**config.mk**
```make
export PLATFORM = sky130hd
export DESIGN_NAME = first_fit_halving_allocator_top_flat
export DESIGN_NICKNAME = d
export VERILOG_FILES = /design/src/rtl/ffha_pkg.sv /design/src/rtl/ffha_if.sv /design/src/rtl/ffha_ram.sv /design/src/rtl/ffha_eval.sv /design/src/rtl/first_fit_halving_allocator_top.sv /design/src/flat_wrapper.sv
export SDC_FILE = /design/constraint.sdc
export NUM_CORES = 2
export LEC_CHECK = 0
export ABC_AREA = 1
export BUFFER_PORTS_ARGS = -buffer_cell sky130_fd_sc_hd__buf_2
export CAP_MARGIN = 10
export CORE_MARGIN = 10
export CORE_UTILIZATION = 42
export CTS_BUF_LIST = sky130_fd_sc_hd__clkbuf_8 sky130_fd_sc_hd__clkbuf_16
export DETAILED_ROUTE_END_ITERATION = 8
export GPL_TIMING_DRIVEN = 0
export PLACE_DENSITY = 0.59
export SLEW_MARGIN = 20
export SYNTH_ARGS = -nofsm -noshare
export SYNTH_HDL_FRONTEND = slang
export SYNTH_SLANG_ARGS = --single-unit
export TNS_END_PERCENT = 10
```
**constraint.sdc**
```tcl
create_clock -name clk -period 12.75 [get_ports clk]
set_clock_uncertainty 0.05 [all_clocks]
set_input_delay 1.275 -clock clk [delete_from_list [all_inputs] [get_ports clk]]
set_output_delay 1.275 -clock clk [all_outputs]
set_load 0.005 [all_outputs]
```
**src/rtl/ffha_pkg.sv**
```systemverilog
// Shared types and constants for the first-fit halving allocator.
package ffha_pkg;

  // Byte sizes and offsets are 16 bits wide
  typedef logic [15:0] ffha_word_t;

  // Heap size after reset
  localparam ffha_word_t HEAP_RESET = 16'd1024;

  // Outcome of examining one block
  typedef struct packed {
    logic grant;  // take this block
    logic split;  // halve it and look again
    logic skip;   // move on along the chain
  } ffha_dec_t;

endpackage

```
**src/rtl/ffha_if.sv**
```systemverilog
// Valid/ready channel interfaces for request, result and configuration words.
interface ffha_req_if;
  import ffha_pkg::*;
  logic       valid;
  logic       ready;
  ffha_word_t request_size;
  modport source (output valid, output request_size, input ready);
  modport sink   (input valid, input request_size, output ready);
endinterface

interface ffha_rsp_if;
  import ffha_pkg::*;
  logic       valid;
  logic       ready;
  logic       granted;
  ffha_word_t data_offset;
  modport source (output valid, output granted, output data_offset, input ready);
  modport sink   (input valid, input granted, input data_offset, output ready);
endinterface

interface ffha_cfg_if;
  import ffha_pkg::*;
  logic       valid;
  logic       ready;
  ffha_word_t pool_bytes;
  modport source (output valid, output pool_bytes, input ready);
  modport sink   (input valid, input pool_bytes, output ready);
endinterface

```
**src/rtl/ffha_ram.sv**
```systemverilog
// Generic simple dual-port RAM with one write port and a registered read port.
module ffha_ram #(
  parameter int WIDTH = 8,
  parameter int DEPTH = 16
) (
  input  logic                     clk,
  input  logic                     we,
  input  logic [$clog2(DEPTH)-1:0] waddr,
  input  logic [WIDTH-1:0]         wdata,
  input  logic [$clog2(DEPTH)-1:0] raddr,
  output logic [WIDTH-1:0]         rdata
);

  logic [WIDTH-1:0] mem [DEPTH];

  always_ff @(posedge clk) begin
    if (we) begin
      mem[waddr] <= wdata;
    end
    rdata <= mem[raddr];
  end

endmodule

```
**src/rtl/ffha_eval.sv**
```systemverilog
// Block examination: fit test, half size and grant/split/skip decision.
module ffha_eval #(
  parameter int HEADER_BYTES = 16
) (
  input  ffha_pkg::ffha_word_t size,
  input  logic                 used,
  input  ffha_pkg::ffha_word_t req,
  input  logic                 table_full,
  output ffha_pkg::ffha_word_t half,
  output ffha_pkg::ffha_dec_t  dec
);
  import ffha_pkg::*;

  logic [16:0] diff;
  logic        splittable;
  logic        exact;
  logic        larger;
  logic        whole;

  // Halving: (size - header) / 2, positive only when size exceeds header + 1
  assign diff       = {1'b0, size} - 17'(HEADER_BYTES);
  assign splittable = ({1'b0, size} > (17'(HEADER_BYTES) + 17'd1));
  assign half       = splittable ? diff[16:1] : '0;

  assign exact = (size == req);
  assign larger = (size > req);
  // Larger block taken whole when it cannot be halved usefully or the table is full
  assign whole = !splittable || (half < req) || table_full;

  always_comb begin
    dec.grant = !used && (exact || (larger && whole));
    dec.split = !used && larger && !whole;
    dec.skip  = !(dec.grant || dec.split);
  end

endmodule

```
**src/rtl/first_fit_halving_allocator_top.sv**
```systemverilog
// Top level of the first-fit halving allocator: control sequencer and block table.
//
// Usage: requests arrive on in_ch (request_size, one word each) and each yields
// exactly one result word on out_ch: granted and data_offset (header offset plus
// the header size; zero when nothing fits). cfg_ch writes pool_bytes and resets
// the block table to a single free block of that size.
// Sequencing: the table sits in one RAM with a registered read, so every block
// visited on the chain passes through ST_READ (address), then ST_EVAL. A split
// adds ST_SPLIT, which writes the new upper half, and then re-reads the same
// block through ST_READ and ST_EVAL. ST_RESP loads the result register, and
// the next request can be taken in the cycle after the result is loaded.
// Reset: rst_n (synchronous, active low) restores pool_bytes to 1024; ST_INIT
// then rewrites table entry 0 before in_ch and cfg_ch go ready. A pool_bytes
// write passes through the same ST_INIT state.
// Stalls: the result waits in an output register; a new request is accepted
// meanwhile, and a later result holds in the sequencer until the register frees.
module first_fit_halving_allocator_top #(
  parameter int MAX_BLOCKS   = 64,
  parameter int HEADER_BYTES = 16
) (
  input logic      clk,
  input logic      rst_n,
  ffha_req_if.sink   in_ch,
  ffha_rsp_if.source out_ch,
  ffha_cfg_if.sink   cfg_ch
);
  import ffha_pkg::*;

  localparam int IW = $clog2(MAX_BLOCKS);
  localparam int CW = $clog2(MAX_BLOCKS + 1);
  localparam int EW = 16 + 16 + 1 + IW + 1;

  // Sequencer states
  localparam logic [2:0] ST_INIT  = 3'd0;
  localparam logic [2:0] ST_IDLE  = 3'd1;
  localparam logic [2:0] ST_READ  = 3'd2;
  localparam logic [2:0] ST_EVAL  = 3'd3;
  localparam logic [2:0] ST_SPLIT = 3'd4;
  localparam logic [2:0] ST_RESP  = 3'd5;

  logic [2:0]    state_r, state_nxt;
  ffha_word_t    pool_bytes_r, pool_bytes_nxt;
  logic [CW-1:0] count_r, count_nxt;
  logic [IW-1:0] idx_r, idx_nxt;
  ffha_word_t    req_r, req_nxt;
  ffha_word_t    sv_off_r, sv_off_nxt;
  ffha_word_t    half_r, half_nxt;
  logic [IW-1:0] sv_link_r, sv_link_nxt;
  logic          sv_has_r, sv_has_nxt;
  logic          res_granted_r, res_granted_nxt;
  ffha_word_t    res_off_r, res_off_nxt;
  logic          out_valid_r, out_valid_nxt;
  logic          out_granted_r, out_granted_nxt;
  ffha_word_t    out_off_r, out_off_nxt;

  // Table RAM ports
  logic          we;
  logic [IW-1:0] waddr;
  logic [EW-1:0] wdata;
  logic [EW-1:0] rdata;

  // Unpacked entry read back
  ffha_word_t    rd_off;
  ffha_word_t    rd_size;
  logic          rd_used;
  logic [IW-1:0] rd_link;
  logic          rd_has;

  ffha_word_t    half;
  ffha_dec_t     dec;
  logic          table_full;
  logic          in_acc;
  logic          cfg_acc;
  logic          out_free;

  assign rd_off  = rdata[EW-1 -: 16];
  assign rd_size = rdata[EW-17 -: 16];
  assign rd_used = rdata[IW+1];
  assign rd_link = rdata[IW:1];
  assign rd_has  = rdata[0];

  assign table_full = (count_r >= CW'(MAX_BLOCKS));

  // Handshakes
  assign cfg_ch.ready = (state_r == ST_IDLE);
  assign in_ch.ready  = (state_r == ST_IDLE) && !cfg_ch.valid;
  assign cfg_acc      = cfg_ch.valid && cfg_ch.ready;
  assign in_acc       = in_ch.valid && in_ch.ready;
  assign out_free     = !out_valid_r || out_ch.ready;

  assign out_ch.valid       = out_valid_r;
  assign out_ch.granted     = out_granted_r;
  assign out_ch.data_offset = out_off_r;

  ffha_ram #(
    .WIDTH (EW),
    .DEPTH (MAX_BLOCKS)
  ) u_table (
    .clk   (clk),
    .we    (we),
    .waddr (waddr),
    .wdata (wdata),
    .raddr (idx_r),
    .rdata (rdata)
  );

  ffha_eval #(
    .HEADER_BYTES (HEADER_BYTES)
  ) u_eval (
    .size       (rd_size),
    .used       (rd_used),
    .req        (req_r),
    .table_full (table_full),
    .half       (half),
    .dec        (dec)
  );

  // Sequencer and table writes
  always_comb begin
    state_nxt       = state_r;
    pool_bytes_nxt  = pool_bytes_r;
    count_nxt       = count_r;
    idx_nxt         = idx_r;
    req_nxt         = req_r;
    sv_off_nxt      = sv_off_r;
    half_nxt        = half_r;
    sv_link_nxt     = sv_link_r;
    sv_has_nxt      = sv_has_r;
    res_granted_nxt = res_granted_r;
    res_off_nxt     = res_off_r;
    out_granted_nxt = out_granted_r;
    out_off_nxt     = out_off_r;
    out_valid_nxt   = out_valid_r && !out_ch.ready;
    we              = 1'b0;
    waddr           = idx_r;
    wdata           = '0;

    unique case (state_r)
      ST_INIT: begin
        // One free block covering the heap
        we        = 1'b1;
        waddr     = '0;
        wdata     = {16'd0, pool_bytes_r, 1'b0, {IW{1'b0}}, 1'b0};
        count_nxt = CW'(1);
        state_nxt = ST_IDLE;
      end
      ST_IDLE: begin
        if (cfg_acc) begin
          pool_bytes_nxt = cfg_ch.pool_bytes;
          state_nxt      = ST_INIT;
        end else if (in_acc) begin
          req_nxt   = in_ch.request_size;
          idx_nxt   = '0;
          state_nxt = ST_READ;
        end
      end
      ST_READ: begin
        state_nxt = ST_EVAL;
      end
      ST_EVAL: begin
        if (dec.grant) begin
          we              = 1'b1;
          wdata           = {rd_off, rd_size, 1'b1, rd_link, rd_has};
          res_granted_nxt = 1'b1;
          res_off_nxt     = rd_off + 16'(HEADER_BYTES);
          state_nxt       = ST_RESP;
        end else if (dec.split) begin
          // Shrink this block and point it at the new one
          we          = 1'b1;
          wdata       = {rd_off, half, 1'b0, count_r[IW-1:0], 1'b1};
          sv_off_nxt  = rd_off;
          half_nxt    = half;
          sv_link_nxt = rd_link;
          sv_has_nxt  = rd_has;
          state_nxt   = ST_SPLIT;
        end else if (rd_has) begin
          idx_nxt   = rd_link;
          state_nxt = ST_READ;
        end else begin
          res_granted_nxt = 1'b0;
          res_off_nxt     = '0;
          state_nxt       = ST_RESP;
        end
      end
      ST_SPLIT: begin
        // New free upper half inherits the old successor
        we        = 1'b1;
        waddr     = count_r[IW-1:0];
        wdata     = {sv_off_r + 16'(HEADER_BYTES) + half_r, half_r, 1'b0,
                     sv_link_r, sv_has_r};
        count_nxt = count_r + CW'(1);
        state_nxt = ST_READ;
      end
      ST_RESP: begin
        if (out_free) begin
          out_valid_nxt   = 1'b1;
          out_granted_nxt = res_granted_r;
          out_off_nxt     = res_off_r;
          state_nxt       = ST_IDLE;
        end
      end
      default: begin
        state_nxt = ST_INIT;
      end
    endcase
  end

  // Control registers
  always_ff @(posedge clk) begin
    if (!rst_n) begin
      state_r      <= ST_INIT;
      pool_bytes_r <= HEAP_RESET;
      count_r      <= CW'(1);
      out_valid_r  <= 1'b0;
    end else begin
      state_r      <= state_nxt;
      pool_bytes_r <= pool_bytes_nxt;
      count_r      <= count_nxt;
      out_valid_r  <= out_valid_nxt;
    end
  end

  // Payload registers
  always_ff @(posedge clk) begin
    idx_r         <= idx_nxt;
    req_r         <= req_nxt;
    sv_off_r      <= sv_off_nxt;
    half_r        <= half_nxt;
    sv_link_r     <= sv_link_nxt;
    sv_has_r      <= sv_has_nxt;
    res_granted_r <= res_granted_nxt;
    res_off_r     <= res_off_nxt;
    out_granted_r <= out_granted_nxt;
    out_off_r     <= out_off_nxt;
  end

`ifndef SYNTHESIS
  // Table count stays within the RAM depth
  a_count_range: assert property (@(posedge clk) disable iff (!rst_n)
    (count_r != '0) && (count_r <= CW'(MAX_BLOCKS)))
    else $error("block count out of range");

  // A split only happens with a free table slot
  a_split_room: assert property (@(posedge clk) disable iff (!rst_n)
    (state_r == ST_SPLIT) |-> (count_r < CW'(MAX_BLOCKS)))
    else $error("split into a full table");

  // An accepted request starts a walk at the head entry
  a_walk_start: assert property (@(posedge clk) disable iff (!rst_n)
    in_acc |=> ((state_r == ST_READ) && (idx_r == '0)))
    else $error("walk did not start at head");

  // A refused request reports a zero offset
  a_fail_zero: assert property (@(posedge clk) disable iff (!rst_n)
    (out_valid_r && !out_granted_r) |-> (out_off_r == '0))
    else $error("failed result with nonzero offset");
`endif

endmodule

```
**src/flat_wrapper.sv**
```systemverilog
// flat-port wrapper written by rule: the top's interface ports become plain ports
module first_fit_halving_allocator_top_flat import ffha_pkg::*;
#(
  parameter int MAX_BLOCKS   = 64,
  parameter int HEADER_BYTES = 16
)
  (clk, rst_n, in_ch_valid, in_ch_request_size, in_ch_ready, out_ch_valid, out_ch_granted, out_ch_data_offset, out_ch_ready, cfg_ch_valid, cfg_ch_pool_bytes, cfg_ch_ready);
  ffha_req_if in_ch_i ();
  ffha_rsp_if out_ch_i ();
  ffha_cfg_if cfg_ch_i ();
  input logic clk;
  input logic rst_n;
  input wire logic [$bits(in_ch_i.valid)-1:0] in_ch_valid;
  input wire logic [$bits(in_ch_i.request_size)-1:0] in_ch_request_size;
  output wire logic [$bits(in_ch_i.ready)-1:0] in_ch_ready;
  output wire logic [$bits(out_ch_i.valid)-1:0] out_ch_valid;
  output wire logic [$bits(out_ch_i.granted)-1:0] out_ch_granted;
  output wire logic [$bits(out_ch_i.data_offset)-1:0] out_ch_data_offset;
  input wire logic [$bits(out_ch_i.ready)-1:0] out_ch_ready;
  input wire logic [$bits(cfg_ch_i.valid)-1:0] cfg_ch_valid;
  input wire logic [$bits(cfg_ch_i.pool_bytes)-1:0] cfg_ch_pool_bytes;
  output wire logic [$bits(cfg_ch_i.ready)-1:0] cfg_ch_ready;
  assign in_ch_i.valid = in_ch_valid;
  assign in_ch_i.request_size = in_ch_request_size;
  assign in_ch_ready = in_ch_i.ready;
  assign out_ch_valid = out_ch_i.valid;
  assign out_ch_granted = out_ch_i.granted;
  assign out_ch_data_offset = out_ch_i.data_offset;
  assign out_ch_i.ready = out_ch_ready;
  assign cfg_ch_i.valid = cfg_ch_valid;
  assign cfg_ch_i.pool_bytes = cfg_ch_pool_bytes;
  assign cfg_ch_ready = cfg_ch_i.ready;
  first_fit_halving_allocator_top #(.MAX_BLOCKS(MAX_BLOCKS), .HEADER_BYTES(HEADER_BYTES)) u_core (.clk(clk), .rst_n(rst_n), .in_ch(in_ch_i), .out_ch(out_ch_i), .cfg_ch(cfg_ch_i));
endmodule
```
==> summary.md <==
| Metric | Value |
|---|---|
| Status | complete, no violations |
| Port bufs | 55 |
| Least-Margin Pin Slew | 1.36 ns |
| DP HPWL | 322 mm |
| CP Max Fanout | 47 |
| Drt total wl | 439 mm |
| Setup TNS | 0 ns |
| Unique masters post-synth | 45 |
| Slew headroom | 9.66% |
| CTS H-tree depth | 5 |
| Synth Warn # | 0 |
| Post-CTS setup buffers | 0 |
| Critical-path cell list | inv_1 -> nand2_1 -> nor3_1 -> nand2_1 -> nor3_1 -> a21oi_1 -> nor3_1 -> ha_1 -> nand4_1 -> a31oi_1 -> a2111oi_0 -> nand2_2 -> nand2_2 -> nand3_4 -> inv_4 -> buf_16 -> nand2_1 -> nand4_1 -> buf_6 -> buf_6 -> buf_6 -> buf_6 |
| Post-synth EDFFs | 2655 |
| Setup CP Type | flop to flop |
| Met2 Use GR | 42.4% |
| Gpl congestion | 1.03 |
| Total GRT Usage | 30.5% |
| First-iteration detailed-routing DRC count | 14000 |
| Starting Density | 42.2% |
| Final Cell Area | 128000 sq um |
| P_leak | 40.6 nW |
| Initial antenna violation count | 31 |
| Num CTS Buffers | 297 |
| Area delta synth->final | 19.5% |
| Final Hold Fails | 0 |
| CP arrival | 6.97 ns |
| Most common library cells after synthesis | edfxtp_1, nor2_1, o21ai_0 |
| DRC Markers | 0 |
| Mapped Area | 107000 sq um |
| # IOs | 57 |
| Die Ht | 526 um |
| #FFs+latches synth | 2722 |
| Die area | 276000 sq um |
| Required time of the critical path | 13.45 ns |
| Worst hold path type | flop to flop |
| Layout cells sized above 1 | 11.0% |
| Routed Antenna Nets | 0 |
| Met1 Use GR | 39.5% |
| Main synth FF type | edfxtp_1 |
| PwrDens | 151 nW/um^2 |
| Via count of the first global-routing pass | 73000 |
| RSZ-0062 raised after global routing | no |
| Gate count after technology mapping | 8244 |
| Critical Path Start Type | flop |
| Site Rows | 185 |
| Max-cap viol count | 0 |
| # hold bufs at CTS | 0 |
| Via count | 78900 |
| First-pass GRT wire length | 592 mm |
| Peak supply drop | 0.136 mV |
| DR vias/cell | 6.32 |
| Cell taking the most area after synthesis | edfxtp_1 |
| Critical Path Slowest Stage Cell | inv_4 |
| CTS resizes | 0 |
| Cell with the most instances after synthesis | edfxtp_1 |
| Core ar. | 254000 sq um |
| Post-synthesis area per instance | 13.0 sq um |
| DR WL/cell | 35.2 um |
| CP endpoint kind | flop |
| Largest cells by area after synthesis | edfxtp_1, o21ai_0, nor2_1, o22ai_1, clkbuf_1 |
| Largest net degree at the start of global routing | 49 |
| Most used cell, CP | buf_6 |
| Met3 usage | 11.6% |
| Slew Viols, Final | 0 |
| Post-synth top area share | 74.2% |
| Die Wd | 526 um |
| DP Area | 119000 sq um |
| Async set-reset flop share out of synthesis | 0% |
| DR pass1 iterations | 9 |
| Fin nets | 8996 |
| Fmax | 160 MHz |
| Most used routing layer | met2 |
| Max clock buf depth | 4 |
| Worst-path clk slew | 0.06 ns |
| Count of clock tree sinks | 2722 |
| Sequential area share after synthesis | 75.5% |
| Worst hold slack | 0.349 ns |
| Final Setup Violations | 0 |
| Post-synth net total | 8345 |
| CTS tree | done |
| Inst Count DP | 12000 |
| Final worst-path cycle share | 49.2% |
| Slowest stage delay, CP | 0.49 ns |
| Worst-skew pair later-pin latency | 1.00 ns |
| Overflow left after global routing | 0 |
| Tmin final | 6.27 ns |
| Layout Cells excl Fill | 12500 |
| Root buffer cell | clkbuf_16 |
==> state kept, by name, summed over array words and instances (netlist names) <==
name and flops:
u_core.count_r 7, u_core.half_r 16, u_core.idx_r 6, u_core.out_ch.data_offset 16
u_core.out_ch.granted 1, u_core.out_ch.valid 1, u_core.pool_bytes_r 16, u_core.req_r 16
u_core.res_granted_r 1, u_core.res_off_r 16, u_core.state_r 3, u_core.sv_has_r 1
u_core.sv_link_r 6, u_core.sv_off_r 16, u_core.u_table.mem 2560, u_core.u_table.rdata 40
==> kinds of logic (layout without fill, tap and decap cells) <==
kind of cell,after synthesis,after routing,share of synthesized area (%)
other,0,27,0
XOR/XNOR,11,11,0.0897
AO/OA/AOI/OAI,2630,2630,13.5
adder cells (fa/ha/maj),64,64,0.753
buffers and inverters,701,1551,2.62
AND/OR/NAND/NOR,2116,2116,7.59
flip-flops,2722,2722,75.5
==> cell usage in the layout, fill, tap and decap left out, types with 10 or more instances in the layout <==
cell	count
o32ai_1	40
inv_2	14
nor2_1	1838
diode_2	27
buf_1	23
buf_12	107
bufinv_16	16
ha_1	63
buf_4	16
a21oi_1	56
buf_2	143
clkbuf_1	430
clkinv_2	47
clkbuf_16	302
nor3_1	16
nor2_4	67
o21ai_0	1519
inv_1	169
nand3_1	21
clkinv_1	56
buf_6	43
edfxtp_1	2655
buf_16	136
dfxtp_1	67
o21ai_4	25
o21ai_1	151
clkbuf_2	19
o22ai_1	790
nand2_1	137
nand4_1	10
==> per-stage QoR <==
step / total power [mW] / worst slack (ns) / util [%]
floorplan: 10.6 / 6.79 / -
finish: 19.3 / 6.48 / 50.5
CTS: 19.3 / 6.63 / 50.4
detailed placement: 11.3 / 6.75 / 46.9
global placement: 11.2 / -1.38 / 44.0
global route: 19.7 / 6.26 / 50.4
==> path summary, 6_finish.rpt <==
path / from / end / slack [ns] / cells past startpoint
min reg2reg: u_core.res_off_r[0] / u_core.out_ch.data_offset[0] / 0.35 / 0
min: u_core.res_off_r[0] / u_core.out_ch.data_offset[0] / 0.35 / 0
max: u_core.u_table.rdata[12] / u_core.u_table.mem[63][18] / 6.48 / 22
max reg2reg: u_core.u_table.rdata[12] / u_core.u_table.mem[63][18] / 6.48 / 22
==> routing by layer <==
layer,vias up,wire [um]
li1,32200,-
met2,6239,178000
met5,-,100
met1,39200,158000
met4,16,36500
met3,1249,66400
==> worst max-delay path: cells and delay by family (launching register included) <==
| kind | cells | cell delay [ns] |
|---|---|---|
| buffers and inverters | 7 | 1.84 |
| AOI/OAI and AO/OA | 3 | 0.68 |
| and+or+nand+nor | 11 | 2.71 |
| adders and majority gates | 1 | 0.32 |
| DFF | 1 | 0.37 |
==> report_power, final <==
| group | internal, mW | total, mW | switching (mW) |
|---|---|---|---|
| Clock | 4.61 | 8.11 | 3.50 |
| Combinational | 0.303 | 1.30 | 0.995 |
| Sequential | 9.88 | 9.92 | 0.0386 |
==> final cells by class <==
cell class                      instances  area (sq um)
Clock buffer                          304          7580
Sequential cell                      2722         81100
Tap cell                             3366          4210
Multi-Input combinational cell       4821         24400
Inverter                              127           479
Timing Repair Buffer                  352          6780
Fill cell                           21600        126000
Antenna cell                           27          67.6
Clock inverter                        194          1310
Buffer                                574          2360
No activity file was read; power rests on OpenSTA's default activity.
